### config.mk
export PLATFORM = sky130hd
export DESIGN_NAME = tacm_diff
export DESIGN_NICKNAME = d
export VERILOG_FILES = /design/src/hdl/tacm_pkg.sv /design/src/hdl/tacm_diff.sv
export SDC_FILE = /design/constraint.sdc
export NUM_CORES = 2
export LEC_CHECK = 0
export BUFFER_PORTS_ARGS = -buffer_cell sky130_fd_sc_hd__buf_4
export CORE_UTILIZATION = 62
export CTS_CLUSTER_DIAMETER = 100
export CTS_CLUSTER_SIZE = 10
export DETAILED_ROUTE_END_ITERATION = 12
export HOLD_SLACK_MARGIN = 0.05
export PLACE_DENSITY_LB_ADDON = 0.05
export SYNTH_ARGS = -nofsm -noshare
export SYNTH_HDL_FRONTEND = slang
export SYNTH_SLANG_ARGS = --single-unit
### constraint.sdc
create_clock -name clk -period 0.8 [get_ports clk]
set_input_delay 0.04 -clock clk [delete_from_list [all_inputs] [get_ports clk]]
set_output_delay 0.04 -clock clk [all_outputs]
set_load 0.05 [all_outputs]
### src/hdl/tacm_pkg.sv
package tacm_pkg;

	localparam int TOUCH_BITS   = 12;
	localparam int DISPLAY_BITS = 11;

	localparam int W_DIVIDER = 26;
	localparam int W_COEF    = 25;
	localparam int W_OFFSET  = 38;

	localparam int TD_W   = TOUCH_BITS + 1;
	localparam int DD_W   = DISPLAY_BITS + 1;
	localparam int XD_W   = (TD_W > DD_W) ? TD_W : DD_W;
	localparam int XP_W   = 2 * XD_W;
	localparam int XS_W   = XP_W + 1;
	localparam int TP_W   = TOUCH_BITS + DISPLAY_BITS;
	localparam int TPD_W  = TP_W + 1;
	localparam int CT_W   = TPD_W + TOUCH_BITS + 1;
	localparam int CS_W   = CT_W + 2;

	typedef logic [TOUCH_BITS-1:0]          touch_t;
	typedef logic [DISPLAY_BITS-1:0]        disp_t;
	typedef logic signed [XD_W-1:0]         diff_t;
	typedef logic [TP_W-1:0]                prod_t;
	typedef logic signed [TPD_W-1:0]        pdiff_t;
	typedef logic signed [XP_W-1:0]         cross_t;
	typedef logic signed [XS_W-1:0]         sub_t;
	typedef logic signed [CT_W-1:0]         cterm_t;
	typedef logic signed [CS_W-1:0]         csum_t;
	typedef logic signed [W_DIVIDER-1:0]    divider_t;
	typedef logic signed [W_COEF-1:0]       coef_t;
	typedef logic signed [W_OFFSET-1:0]     offset_t;

	// stage 1 -> stage 2: coordinate differences and touch*display products
	typedef struct packed {
		diff_t          tx0;
		diff_t          tx1;
		diff_t          ty0;
		diff_t          ty1;
		diff_t          dx0;
		diff_t          dx1;
		diff_t          dy0;
		diff_t          dy1;
		prod_t [5:0]    px;
		prod_t [5:0]    py;
		touch_t [2:0]   ty;
	} s1_t;

	// stage 3 -> stage 4: cross differences and offset terms
	typedef struct packed {
		sub_t           div;
		sub_t           a;
		sub_t           b;
		sub_t           d;
		sub_t           e;
		cterm_t [2:0]   cx;
		cterm_t [2:0]   cy;
	} s3_t;

	function automatic diff_t tdiff(input touch_t p, input touch_t q);
		return diff_t'($signed({1'b0, p})) - diff_t'($signed({1'b0, q}));
	endfunction

	function automatic diff_t ddiff(input disp_t p, input disp_t q);
		return diff_t'($signed({1'b0, p})) - diff_t'($signed({1'b0, q}));
	endfunction

	function automatic prod_t tdmul(input touch_t p, input disp_t q);
		return prod_t'(p) * prod_t'(q);
	endfunction

endpackage

### src/hdl/tacm_diff.sv
module tacm_diff import tacm_pkg::*; (
	input  logic   clk,
	input  logic   arst_n,
	input  logic   in_valid,
	input  touch_t touch0_x,
	input  touch_t touch0_y,
	input  touch_t touch1_x,
	input  touch_t touch1_y,
	input  touch_t touch2_x,
	input  touch_t touch2_y,
	input  disp_t  disp0_x,
	input  disp_t  disp0_y,
	input  disp_t  disp1_x,
	input  disp_t  disp1_y,
	input  disp_t  disp2_x,
	input  disp_t  disp2_y,
	output logic   v_s1,
	output s1_t    d_s1
);

	always_ff @(posedge clk or negedge arst_n) begin
		if (!arst_n) begin
			v_s1 <= 1'b0;
		end else begin
			v_s1 <= in_valid;
		end
	end

	always_ff @(posedge clk) begin
		d_s1.tx0   <= tdiff(touch0_x, touch2_x);
		d_s1.tx1   <= tdiff(touch1_x, touch2_x);
		d_s1.ty0   <= tdiff(touch0_y, touch2_y);
		d_s1.ty1   <= tdiff(touch1_y, touch2_y);
		d_s1.dx0   <= ddiff(disp0_x, disp2_x);
		d_s1.dx1   <= ddiff(disp1_x, disp2_x);
		d_s1.dy0   <= ddiff(disp0_y, disp2_y);
		d_s1.dy1   <= ddiff(disp1_y, disp2_y);
		d_s1.px[0] <= tdmul(touch2_x, disp1_x);
		d_s1.px[1] <= tdmul(touch1_x, disp2_x);
		d_s1.px[2] <= tdmul(touch0_x, disp2_x);
		d_s1.px[3] <= tdmul(touch2_x, disp0_x);
		d_s1.px[4] <= tdmul(touch1_x, disp0_x);
		d_s1.px[5] <= tdmul(touch0_x, disp1_x);
		d_s1.py[0] <= tdmul(touch2_x, disp1_y);
		d_s1.py[1] <= tdmul(touch1_x, disp2_y);
		d_s1.py[2] <= tdmul(touch0_x, disp2_y);
		d_s1.py[3] <= tdmul(touch2_x, disp0_y);
		d_s1.py[4] <= tdmul(touch1_x, disp0_y);
		d_s1.py[5] <= tdmul(touch0_x, disp1_y);
		d_s1.ty[0] <= touch0_y;
		d_s1.ty[1] <= touch1_y;
		d_s1.ty[2] <= touch2_y;
	end

endmodule

* After elaboration in Yosys (flattened, before gate mapping) *
Index checks and enable logic that the tools add are counted.

storage, ports and cells
  output and inout bits = 417
  bits in registers = 413
  word-level logic and storage cells = 44
  bits of input ports = 141

operators by class
  $mul = 12
  $add $sub $neg = 8

operators with widths
  cell            number
  $mul 12x11->23  12
  $sub 12x12->13  4
  $sub 11x11->12  4

* Logic depth before layout (Yosys ltp) *
  depth after elaboration = 1
  mapped depth = 22
  gate-level depth less buffers = 20

* Worst setup path after synthesis *
No wires, ideal clock.

  path type = in2reg
  start = input touch0_x[9]
  end = register d_s1[239] (netlist bit)
  slack = -4.276 ns
  path buffers = 2
  cell stages on the path = 19
  setup time = 0.079 ns
  data required time = 0.721 ns
  arrival = 4.997 ns
  cell sequence = clkbuf_1 -> clkbuf_1 -> nand2_1 -> fa_1 -> fa_1 -> inv_1 -> fa_1 -> fa_1 -> inv_1 -> fa_1 -> inv_1 -> ha_1 -> a21o_1 -> a21oi_1 -> nand2_1 -> o21a_1 -> o41ai_4 -> or4b_1 -> o211ai_1

on the way
  word-level cells in the longest chain between the ends = 1

RTL lines
  element          line             text
  start, declared  tacm_diff.sv:5   input touch_t touch0_x,
  $mul 12x11->23   tacm_pkg.sv:68   return prod_t'(p) * prod_t'(q);
  end, declared    tacm_diff.sv:18  output s1_t d_s1

Every way passes these cells.

* Worst setup path in the final report *
  start = input disp1_x[10]
  end = register d_s1[311] (netlist bit)

on the way
  word-level cells in the longest chain between the ends = 1

RTL lines
  element          line             text
  start, declared  tacm_diff.sv:13  input disp_t disp1_x,
  $mul 12x11->23   tacm_pkg.sv:68

Every way passes these cells.

==> reports/results.tsv <==
stage	metric	value	unit
timing	timing.fmax	226	MHz
drt	route.detailed.drc	0	
place	place.port_buffers	557	
finish	fin_nets	11000	
drt	vias	60000	
setup_path	critical_path_buf_inv_count	4	
yosys	synthesis.nets	9174	
floorplanning	std_cell_rows	117	
run_status	violations	hold timing, setup timing	
yosys	syn_inst	7133	
global_route	grt_max_degree	22	
yosys	async_reset_ff_frac	0.00242	
finish	area_growth	42.1	%
setup_path	crit_family	adder cells	
finish	layout_commonest_cell	buf_4	
floorplanning	fp.dieW	323	µm
setup_path	cp-startpoint	disp1_x[10]	
timing	setup_viol	777	
power_and_ir_drop	max-vdd-ir-drop	0.00888	V
global_route	antenna_found_initial	19	
timing	fin_crit	4.42	ns
cts	clk_pin_slew	0.06	ns
job	maxCapViolCount	0	
setup_path	cp-start-kind	primary input	
yosys	ys_ff_latch	413	
yosys	synth_seq_area_share	0.129	
drt	first_pass_iters	9	
setup_path	cp_max_fo	12	
finish	multi_input_comb_area	54800	µm²
place	gp_congestion	0.966	
place	place_area	81700	µm²
global_route	track_usage	0.417	
yosys	synth_edf_count	0	
timing	rsz0062_at_grt	yes	
cts	tritoncts_num_sinks	413	
floorplanning	core	102000	µm²
floorplanning	initial_utilization	0.626	
timing	drv_slew	0	
timing	slew_headroom	0.572	
power_and_ir_drop	power-per-cell-area	4600	nW/µm²
cts	cts_tree	yes	
drt	drt_wl_total	239	mm
cts	numCtsBuffers	50	
cts	cts_buffer_depth	3	
finish	layout.area.seq	8270	µm²
floorplanning	die_h	323	µm
timing	setup_ws	-3.62	ns
worst_hold_path	hp-start	disp1_x[1]	
setup_path	slowest_delay	0.73	ns
yosys	syn_area_per_cell	8.96	µm²
drt	drt_iter0_drc	4826	
setup_path	critPathCaptureType	flip-flop	
finish	layout_common_cells	buf_4 (1704), inv_1 (1305), fa_1 (970)	
worst_hold_path	hold_depth	4	
drt	ant_nets	0	
yosys	yosys_warnings	0	
cts	cts_hold_buf	56	
yosys	synth_area_leaders	fa_1 (34%), ha_1 (16%), dfxtp_1 (13%), inv_1 (8.6%), and2_1 (6.8%)	
setup_path	slowest_stage	fa_1	
setup_path	arrival	4.99	ns
setup_path	crit_required	1.37	ns
place	dp_hpwl	164	mm
yosys	ys_types	81	
finish	fillers	4618	
worst_hold_path	min_path_type	primary input to flip-flop	
timing	tightest_slew	0.642	ns
yosys	synth_top_area_cell	fa_1	
global_route	grt_pass1_vias	61800	
yosys	synth_flop_cell	dfxtp_1	
floorplanning	dieArea	104000	µm²
yosys	synth_area	63900	µm²
yosys	synth_top_area_share	0.337	
setup_path	crit_type	primary input to flip-flop	
timing	fin_setup_tns	-928.14	ns
power_and_ir_drop	leakage	46.7	nW
cts	root_buffer	clkbuf_16	
setup_path	cp_num_cells	18	
timing	layout_worst_path_cycle_share	5.52	
cts	cts_htree_levels	2	
place	place_ws	-4.30	ns
setup_path	cp_common_cell	fa_1	
timing	holdWs	-0.143	ns
run_status	outcome	finished, violations left	
global_route	grt_pass1_wl	334	mm
global_route	grt.overflow.total	0	
drt	wl_per_cell	23.0	µm
timing	hold_violations	6	
finish	design_area	90800	µm²
finish	drive_gt1_frac	0.356	
setup_path	cp_cell_sequence	buf_6 -> buf_4 -> nand2_1 -> fa_1 -> fa_1 -> fa_1 -> inv_1 -> fa_1 -> ha_1 -> ha_4 -> buf_4 -> and4_1 -> and2_1 -> a221oi_4 -> a31oi_4 -> o21ai_2 -> a21oi_1 -> a31oi_1	
drt	viasPerCell	5.77	
floorplanning	num_io_pins	558	
[state kept, by name, summed over array words and instances, names as in the netlist]
signal / cells
d_s1: 412
v_s1: 1
[power breakdown]
| group | internal [mW] | switching, mW |
|---|---|---|
| Combinational | 170 | 193 |
| Sequential | 30.6 | 3.23 |
| Clock | 11.6 | 9.67 |
| Total | 212 | 206 |
[logic make-up (layout without fill, tap and decap cells)]
family          after synthesis  in the layout  share of synthesized area
buf+inv                    1778           3654                      0.105
compound gates              681            681                     0.0710
fa+ha+maj                  1900           1900                      0.498
simple gates               2082           2082                      0.158
mux                           9              9                    0.00143
flops                       413            413                      0.129
xor+xnor                    270            270                     0.0370
other cells                   0              8                          0
[path summary, 6_finish.rpt]
kind | to | slack [ns]
min in group asynchronous | v_s1$_DFF_PN0_ | 0.20
min | d_s1[175]$_DFF_P_ | -0.14
max | d_s1[311]$_DFF_P_ | -3.62
max in group asynchronous | v_s1$_DFF_PN0_ | 0.50
[through the flow]
step / instances / total power [mW] / utilization
finish: 10400 / 418 / 0.890
global route: 10400 / 441 / 0.890
CTS: 10300 / 370 / 0.859
detailed placement: 9990 / 321 / 0.801
global placement: 9990 / 315 / 0.801
floorplan: 7133 / 218 / -
[cell type report]
class                           count  area share
Antenna cell                        8    0.000220
Timing Repair Buffer             2123       0.208
Multi-Input combinational cell   4942       0.604
Sequential cell                   413      0.0911
Clock inverter                     10     0.00152
Tap cell                         1368      0.0188
Inverter                         1469      0.0631
Clock buffer                       52      0.0140
[routing by layer]
layer | global-route usage | routed length, µm
met5 | 0 | 51
met4 | 0.255 | 20200
met3 | 0.115 | 28000
met2 | 0.661 | 108000
met1 | 0.505 | 82600
[synthesized netlist by cell type, types with 5 or more instances]
cell / instances
a31oi_1: 25
a221oi_1: 7
mux2i_1: 8
nor4_1: 5
o21ai_0: 118
a211oi_1: 20
nand2_1: 878
ha_1: 824
a41oi_1: 5
inv_1: 1459
dfxtp_1: 412
o21ai_1: 15
fa_1: 1076
a2111oi_0: 7
a221o_1: 6
xnor2_1: 195
clkinv_1: 10
a21oi_1: 185
nand3b_1: 5
nor2_1: 281
o211ai_1: 12
a311oi_1: 5
and2_1: 694
a21boi_0: 13
nor3_1: 42
clkbuf_1: 302
o21bai_1: 24
o31ai_1: 14
nand4_1: 18
or2_2: 9
o31a_1: 8
a31o_2: 6
nand2b_1: 33
and4_1: 5
nand3_1: 26
nor2b_1: 56
xor2_1: 75
a21o_1: 107
and3_1: 14
a211o_1: 6
o21a_1: 46
[repair_timing]
action / CTS / global route
endpoints found under the setup margin: 749 / 777
resized for setup: 638 / 534
buffers inserted: 162 / 128
cloned: 8 / 11
hold endpoints to repair: 101 / 16
pin swaps: 362 / 417
(Power assumes the default switching activity.)
