--- config.mk ---
export PLATFORM = sky130hd
export DESIGN_NAME = tacm_out
export DESIGN_NICKNAME = d
export VERILOG_FILES = /design/src/hdl/tacm_pkg.sv /design/src/hdl/tacm_out.sv
export SDC_FILE = /design/constraint.sdc
export NUM_CORES = 1
export LEC_CHECK = 0
export BUFFER_PORTS_ARGS = -buffer_cell sky130_fd_sc_hd__buf_2
export CORE_AREA = 2 2 217 219
export CTS_CLUSTER_DIAMETER = 150
export DETAILED_ROUTE_END_ITERATION = 8
export DIE_AREA = 0 0 219 221
export HOLD_SLACK_MARGIN = 0.1
export PLACE_DENSITY_LB_ADDON = 0.12
export SYNTH_ARGS = -nofsm -noshare
export SYNTH_HDL_FRONTEND = slang
export SYNTH_SLANG_ARGS = --single-unit
--- constraint.sdc ---
create_clock -name clk -period 0.8 [get_ports clk]
set_input_delay 0.16 -clock clk [delete_from_list [all_inputs] [get_ports clk]]
set_output_delay 0.16 -clock clk [all_outputs]
set_load 0.01 [all_outputs]
--- src/hdl/tacm_pkg.sv ---
package tacm_pkg;

	localparam int TOUCH_BITS   = 12;
	localparam int DISPLAY_BITS = 11;

	localparam int W_DIVIDER = 26;
	localparam int W_COEF    = 25;
	localparam int W_OFFSET  = 38;

	localparam int TD_W   = TOUCH_BITS + 1;
	localparam int DD_W   = DISPLAY_BITS + 1;
	localparam int XD_W   = (TD_W > DD_W) ? TD_W : DD_W;
	localparam int XP_W   = 2 * XD_W;
	localparam int XS_W   = XP_W + 1;
	localparam int TP_W   = TOUCH_BITS + DISPLAY_BITS;
	localparam int TPD_W  = TP_W + 1;
	localparam int CT_W   = TPD_W + TOUCH_BITS + 1;
	localparam int CS_W   = CT_W + 2;

	typedef logic [TOUCH_BITS-1:0]          touch_t;
	typedef logic [DISPLAY_BITS-1:0]        disp_t;
	typedef logic signed [XD_W-1:0]         diff_t;
	typedef logic [TP_W-1:0]                prod_t;
	typedef logic signed [TPD_W-1:0]        pdiff_t;
	typedef logic signed [XP_W-1:0]         cross_t;
	typedef logic signed [XS_W-1:0]         sub_t;
	typedef logic signed [CT_W-1:0]         cterm_t;
	typedef logic signed [CS_W-1:0]         csum_t;
	typedef logic signed [W_DIVIDER-1:0]    divider_t;
	typedef logic signed [W_COEF-1:0]       coef_t;
	typedef logic signed [W_OFFSET-1:0]     offset_t;

	// stage 1 -> stage 2: coordinate differences and touch*display products
	typedef struct packed {
		diff_t          tx0;
		diff_t          tx1;
		diff_t          ty0;
		diff_t          ty1;
		diff_t          dx0;
		diff_t          dx1;
		diff_t          dy0;
		diff_t          dy1;
		prod_t [5:0]    px;
		prod_t [5:0]    py;
		touch_t [2:0]   ty;
	} s1_t;

	// stage 3 -> stage 4: cross differences and offset terms
	typedef struct packed {
		sub_t           div;
		sub_t           a;
		sub_t           b;
		sub_t           d;
		sub_t           e;
		cterm_t [2:0]   cx;
		cterm_t [2:0]   cy;
	} s3_t;

	function automatic diff_t tdiff(input touch_t p, input touch_t q);
		return diff_t'($signed({1'b0, p})) - diff_t'($signed({1'b0, q}));
	endfunction

	function automatic diff_t ddiff(input disp_t p, input disp_t q);
		return diff_t'($signed({1'b0, p})) - diff_t'($signed({1'b0, q}));
	endfunction

	function automatic prod_t tdmul(input touch_t p, input disp_t q);
		return prod_t'(p) * prod_t'(q);
	endfunction

endpackage

--- src/hdl/tacm_out.sv ---
module tacm_out import tacm_pkg::*; (
	input  logic     clk,
	input  logic     arst_n,
	input  logic     v_s3,
	input  s3_t      d_s3,
	output logic     v_s4,
	output logic     degen_s4,
	output divider_t div_s4,
	output coef_t    a_s4,
	output coef_t    b_s4,
	output offset_t  c_s4,
	output coef_t    d_s4,
	output coef_t    e_s4,
	output offset_t  f_s4
);

	logic  degen;
	csum_t csx;
	csum_t csy;

	assign degen = (d_s3.div == '0);
	assign csx = csum_t'(d_s3.cx[0]) + csum_t'(d_s3.cx[1]) + csum_t'(d_s3.cx[2]);
	assign csy = csum_t'(d_s3.cy[0]) + csum_t'(d_s3.cy[1]) + csum_t'(d_s3.cy[2]);

	always_ff @(posedge clk or negedge arst_n) begin
		if (!arst_n) begin
			v_s4 <= 1'b0;
		end else begin
			v_s4 <= v_s3;
		end
	end

	always_ff @(posedge clk) begin
		degen_s4 <= degen;
		div_s4   <= divider_t'(d_s3.div);
		a_s4     <= degen ? '0 : coef_t'(d_s3.a);
		b_s4     <= degen ? '0 : coef_t'(d_s3.b);
		c_s4     <= degen ? '0 : offset_t'(csx);
		d_s4     <= degen ? '0 : coef_t'(d_s3.d);
		e_s4     <= degen ? '0 : coef_t'(d_s3.e);
		f_s4     <= degen ? '0 : offset_t'(csy);
	end

endmodule

# Word-level counts from Yosys, hierarchy flattened

Cells that the tools add are included.

Flip-flop bits (word level): 204
Bits of input ports: 360
Output and inout bits: 204

Add/subtract/negate cells: 4
Reduce and logical (&&, ||, !) cells: 1

Operator list:

| cell                    | count |
|---|---|
| adder 37 x 37 -> 38 bit | 2 |
| adder 38 x 37 -> 38 bit | 2 |
| logical NOT 27 bit      | 1 |

# Longest topological paths before layout

Gate-level depths: netlist of the first run.

Depth after elaboration: 2
Mapped depth: 13
Depth with buffers taken out: 13

# Least setup slack after synthesis of the first run

Ideal clock, no wire load.

Path type: input to register
Start point: input d_s3[112] in the netlist's numbering
End point: register c_s4[35]
Arrival time: 2.884 ns
Data required time: 0.679 ns
Path slack: -2.205 ns
Stages: 11
Path buffers: 0
Path through: fa_1 -> ha_1 -> fa_1 -> a21oi_1 -> o211ai_1 -> a31oi_1 -> a211oi_1 -> o21ai_0 -> a21oi_1 -> a211oi_1 -> mux2_2

Longest elaborated chain between the ends: 2

RTL lines:

| what                    | line           | RTL |
|---|---|---|
| start, declared         | tacm_out.sv:5  | `input s3_t d_s3,` |
| adder 37 x 37 -> 38 bit | tacm_out.sv:22 | `assign csx = csum_t'(d_s3.cx[0]) + csum_t'(d_s3.cx[1]) + csum_t'(d_s3.cx[2]);` |
| adder 38 x 37 -> 38 bit | tacm_out.sv:22 |  |
| end signal, assigned    | tacm_out.sv:38 | `c_s4 <= degen ? '0 : offset_t'(csx);` |
| end, declared           | tacm_out.sv:11 | `output offset_t c_s4,` |

Every way passes these cells.
A chain may end at the register's enable or synchronous reset.

# Worst setup path after layout of the first run

Start point: input d_s3[124] in the netlist's numbering
End point: register c_s4[36]

The elaborated chain is that of the path after synthesis.

==> impl_metrics.toml, run 1 <==
[critical_path]
arrival_ns = 2.86
worstPathMaxFanout = 4
critPathKind = "in2reg"
slowest_delay_ns = 0.58
critPathSlowestCell = "fa_2"
startpoint_type = "primary input"
path_cells = "buf_2, fa_2, ha_4, and3_4, nor3b_4, and4_1, a211o_1, a31o_1, a21bo_4, a2bb2oi_2, mux2_4"
worst_ep_required_time_ns = 1.25
cp-end-kind = "register"

[cts]
ctsHoldBuffers = 129
cts_tree = "built"
cts_max_level = 1
cts_buffer_depth = 3
cts-root-buf = "clkbuf_16"
cts_sinks = 204
clkSlewWorstSetupHoldPaths_ns = 0.06
cts_made_buffers = 27

[layout]
finalNonFillerCells = 2695
ff_latch_area_um2 = 4270
n_fill_cell = 4269
multi_input_area_um2 = 7860
drive_above_1_share_pct = 65.2
syn2layout_area_growth_pct = 108
stdcell_area_um2 = 22200
nets = 2576

[synth]
synth_edf_count = 0
synth.most_common_cell = "dfxtp_1"
ys_types = 61
yosys-top-cells-area = "dfxtp_1 (38%), fa_1 (14%), ha_1 (8.4%)"
syn-mean-instance-area_um2 = 10.1
seq_area_frac_synth_pct = 38.3
synth-seq-cells = 204
async_flop_share_pct = 0.490
netlist_instances = 1061
yosys-top-cells-count = "dfxtp_1 (203), and2_1 (114), nor2_1 (85), a21oi_1 (78), fa_1 (76)"
synthFlopType = "dfxtp_1"
syn_area_um2 = 10700
synth_warnings = 0
synth_nets = 1569
synth_top_area_share_pct = 38.1
synth_area_leader_cell = "dfxtp_1"

[place]
pre_cts_ws_ns = -2.44
postPlaceCellArea_um2 = 16600
port_buffers = 555
gp_congestion = 0.817
dp_cells = 2459
place.detailed.hpwl_um = 35100

[grt]
grt_pass1_vias = 12600
antenna_found_initial = 1
grt_pass1_wl_um = 68900
overflow = 0
grt_max_degree = 25
grtUsageTotal_pct = 18.4

[timing]
slew_viol_final = 0
slew_headroom_pct = 60.9
max_freq_mhz = 415
period_needed_ns = 2.41
final-setup-viol-count = 380
worst_slew_pin_slew_ns = 0.584
rsz0062_at_grt = "true"
fin_ws_ns = -1.61
hold_viol = 0
fin_crit_sh_pct = 301

[floorplanning]
die_x_um = 219
fp-row-count = 79
pin_count = 564
start_util_pct = 23.2
die_y_um = 221
core-area_um2 = 46100
dieArea_um2 = 48400

[drt]
via_count = 11600
first_iter_violations = 360
wl_per_cell_um = 17.8
drc = 0
ant_nets = 0
first_pass_iters = 5
drt_wl_total_um = 48100
routed_via_density = 4.32

[status]
violations = "negative setup slack"
status = "complete, but fails checks"

[power]
p_leak_nw = 10.4
power_density_nw_per_um2 = 2340
ir_worst_vdd_mv = 1.54

[hold_path]
hold_class = "in2reg"

[run]
maxCapViolCount = 0
## metal layers
| layer | global-route usage [%] | routed length, µm | up-vias |
|---|---|---|---|
| li1 | - | - | 5705 |
| met1 | 20.7 | 18800 | 5476 |
| met2 | 34.8 | 24800 | 387 |
| met3 | 3.67 | 2820 | 79 |
| met4 | 4.71 | 1650 | 0 |
| met5 | 0 | 0 | - |
## flip-flops by register name, indices dropped and copies added, names as in the netlist
name and flops:
e_s4 25, a_s4 25, div_s4 26, c_s4 38, degen_s4 1, v_s4 1, d_s4 25, f_s4 38
b_s4 25
## cells in the final DEF (no fill, tap or decap), drive strengths merged, types with 7 or more instances in the layout
| master | Yosys | final |
|---|---|---|
| buf | 2 | 881 |
| dfxtp | 203 | 203 |
| dlygate4sd3 | 0 | 129 |
| and2 | 114 | 114 |
| nor2 | 85 | 85 |
| a21oi | 78 | 78 |
| fa | 76 | 76 |
| ha | 72 | 72 |
| nand2 | 48 | 48 |
| clkbuf | 36 | 40 |
| o21ai | 37 | 37 |
| xnor2 | 33 | 33 |
| a21o | 30 | 30 |
| inv | 27 | 29 |
| xor2 | 22 | 22 |
| nand4 | 20 | 20 |
| o21bai | 17 | 17 |
| nand3 | 17 | 17 |
| nor3 | 17 | 17 |
| o21a | 12 | 12 |
| nor4 | 9 | 9 |
| and3 | 9 | 9 |
| nor2b | 8 | 8 |
| a211oi | 8 | 8 |
| o211ai | 7 | 7 |
## cell families (layout without fill, tap and decap cells)
family / after synthesis / count (layout) / share of synthesized area, %
AND/OR/NAND/NOR: 344 / 344 / 17.0
AO/OA/AOI/OAI: 238 / 238 / 14.5
flip-flops: 204 / 204 / 38.3
adder cells (fa/ha/maj): 148 / 148 / 22.7
buffers and inverters: 66 / 1092 / 2.35
XOR/XNOR: 55 / 55 / 4.52
multiplexers: 6 / 6 / 0.645
other: 0 / 1 / 0
## power by group
group	internal, mW	switching (mW)
clock network	8.20	5.13
registers	12.7	1.08
logic	13.8	10.9
total	34.8	17.1
## worst paths after layout
| path | slack (ns) | cells past startpoint | start | to |
|---|---|---|---|---|
| max in group asynchronous | 0.22 | 3 | arst_n | v_s4$_DFF_PN0_ |
| hold / removal | 0.02 | 4 | d_s3[185] | c_s4[0]$_SDFF_PP0_ |
| min in group asynchronous | 0.47 | 3 | arst_n | v_s4$_DFF_PN0_ |
| setup / recovery | -1.61 | 11 | d_s3[124] | c_s4[36]$_SDFF_PP0_ |
## repair_timing
action / in CTS / in global routing
endpoints found under the setup margin: 381 / 380
gates cloned: 10 / 7
gates resized for setup: 393 / 256
hold endpoints to repair: 130 / 2
pin swaps: 108 / 75
buffers inserted: 37 / 14
## critical path, delay by kind of cell
family | cells | cell delay [ns]
mux | 1 | 0.29
fa+ha+maj | 2 | 0.79
compound gates | 4 | 0.96
simple gates | 3 | 0.54
buf+inv | 1 | 0.11
## layout make-up
| type | instances | share of cell area (%) |
|---|---|---|
| clock buffers | 35 | 3.36 |
| multi-input cells | 791 | 35.4 |
| repair buffers | 1016 | 37.0 |
| well taps | 607 | 3.42 |
| inverters | 28 | 0.530 |
| diodes | 1 | 0.0113 |
| flip-flops and latches | 204 | 19.3 |
| clock inverters | 13 | 0.981 |
## through the flow
stage               utilization [%]  setup TNS (ns)  hold WS (ns)  total power [mW]
global route                   48.2         -213.45        0.0175              54.8
finish                         48.2         -197.53        0.0177              51.9
global placement               36.1         -229.09       -0.0658              32.5
floorplan                         -         -162.99        -0.136              22.5
detailed placement             36.1         -229.15       -0.0602              32.4
CTS                            45.8         -203.29       -0.0184              51.1
No activity file was read; power rests on OpenSTA's default activity.
==> run 2, diff against run 1 <==
Settings changed: REMOVE_ABC_BUFFERS set to 1.
==> run 2 against run 1 <==
Against the previous run:
- the flow finishes with violations (negative hold slack, negative setup slack)
- sequential power is essentially flat
- combinational power is essentially flat
- worst setup slack lost 0.10 ns
- clock-buffer cell count grew 3
- final area shrank 1.2%
- via count shrank 0.83%
- clock power shrank 14%
- critical path depth is the same
- die area is the same
- global-route usage is essentially flat
- highest routed layer unchanged
==> impl_metrics.toml, run 2 (synthesis results as in run 1) <==
[power]
switchingPower_mw = 16.7
power_density_nw_per_um2 = 2280
p_leak_nw = 10.3
power_frac_comb_pct = 49.8
pwr-share-clk_pct = 22.8
ir_worst_vdd_mv = 1.37
cellInternalPower_mw = 33.3
sw_frac_of_total_pct = 33.5
power_frac_seq_pct = 27.4
power_mw = 50.0

[grt]
grtUsageTotal_pct = 18.3
grt_max_degree = 14
antenna_found_initial = 3
grt_pass1_vias = 12500
grt_pass1_wl_um = 69400
overflow = 0

[run]
maxCapViolCount = 0

[cts]
clkSlewWorstSetupHoldPaths_ns = 0.06
cts_tree = "built"
cts_buffer_depth = 3
cts_made_buffers = 26
cts_max_level = 1
ctsHoldBuffers = 129
cts-root-buf = "clkbuf_16"
cts_sinks = 204

[layout]
nets = 2574
drive_above_1_share_pct = 64.7
reg_top3 = "c_s4 (38), f_s4 (38), div_s4 (26)"
layout_commonest_cell = "buf_2"
syn2layout_area_growth_pct = 105
stdcell_area_um2 = 21900
layout_common_cells = "buf_2 (400), buf_4 (255), buf_6 (198), dfxtp_2 (136), dlygate4sd3_1 (129)"

[drt]
first_iter_violations = 325
routed_via_density = 4.29
wl_per_cell_um = 17.2
drc = 0
drt_wl_total_um = 46400
ant_nets = 0
via_count = 11600
first_pass_iters = 6

[critical_path]
critPathKind = "in2reg"
arrival_ns = 2.95
startpoint_type = "primary input"
cp-end-kind = "register"
worstPathMaxFanout = 3
worst_ep_required_time_ns = 1.24

[place]
port_buffers = 555
postPlaceCellArea_um2 = 16100
gp_congestion = 0.830
place.detailed.hpwl_um = 34700

[timing]
final-setup-viol-count = 381
fin_ws_ns = -1.71
worst_slew_pin_slew_ns = 0.407
max_freq_mhz = 398
finalSetupTns_ns = -191.86
slew_headroom_pct = 72.9
slew_viol_final = 0
period_needed_ns = 2.51
fin_crit_sh_pct = 314
rsz0062_at_grt = "true"
hold_viol = 1
whs_ns = -0.000504

[status]
status = "complete, but fails checks"
violations = "negative hold slack, negative setup slack"

[floorplanning]
core-area_um2 = 46100
start_util_pct = 23.2
fp-row-count = 79
pin_count = 564
die_y_um = 221
dieArea_um2 = 48400
die_x_um = 219

[hold_path]
hold_class = "in2reg"
run 2: changes by cell type in the layout (fill, tap and decap cells not counted), sizes merged:
cell      change
buf           +4
bufbuf        -1
bufinv        -5
clkbuf        -1
clkinv        +1
clkinvlp      +1
diode         +1
inv           -1
run 2: layout make-up:
cell class,instances,area [µm²]
fillers,4350,24100
repair buffers,1015,8130
multi-input cells,791,7820
flip-flops and latches,204,4260
clock buffers,38,766
well taps,607,759
inverters,28,113
clock inverters,9,67.6
diodes,2,5.00
run 2: final timing paths:
kind | depth (start not counted) | slack, ns | start | endpoint
worst max-delay path | 11 | -1.71 | d_s3[114] | c_s4[36]$_SDFF_PP0_
min in group asynchronous | 3 | 0.47 | arst_n | v_s4$_DFF_PN0_
max in group asynchronous | 3 | 0.20 | arst_n | v_s4$_DFF_PN0_
worst min-delay path | 4 | -0.0005 | d_s3[74] | f_s4[0]$_SDFF_PP0_
run 2: worst max-delay path, cell delays in order:
cell       delay (ns)
buf_8            0.10
fa_2             0.60
ha_4             0.22
o211ai_1         0.34
o21a_1           0.21
o21ai_2          0.08
a211o_1          0.31
a31o_1           0.26
a21bo_2          0.24
a2bb2oi_2        0.14
mux2_4           0.30
run 2: power groups by stage:
stage | Clock (mW) | Combinational (mW) | Sequential (mW)
after global routing | 12.3 | 27.0 | 13.9
final | 11.4 | 24.9 | 13.7
after global placement | 0 | 18.2 | 13.1
after CTS | 11.9 | 23.2 | 13.5
after floorplan | 0 | 7.35 | 14.2
after detailed placement | 0 | 18.2 | 13.1
run 2: per-layer routing:
metal / track usage [%] / vias to the layer above / share of wire [%]
met5: 0 / - / 0
met4: 5.03 / 0 / 2.8
met3: 3.64 / 76 / 6.0
met2: 34.2 / 344 / 51
met1: 21.0 / 5437 / 40
li1: - / 5693 / -
run 2: stage by stage:
stage	worst slack (ns)	util [%]	hold slack, ns	instances
detailed placement	-2.63	35.0	-0.0463	2450
finish	-1.71	47.6	-0.000504	2694
global route	-1.78	47.6	-0.0132	2693
CTS	-1.67	45.5	-0.0430	2678
global placement	-2.60	35.0	-0.0448	2450
floorplan	-2.42	-	-0.136	1023
run 2: what timing repair did:
action                                  CTS  global route
cloned                                   13             1
hold endpoints to repair                131             2
resized for setup                       532           237
endpoints found under the setup margin  381           381
pin swaps                               238           119
buffers inserted                         47            32
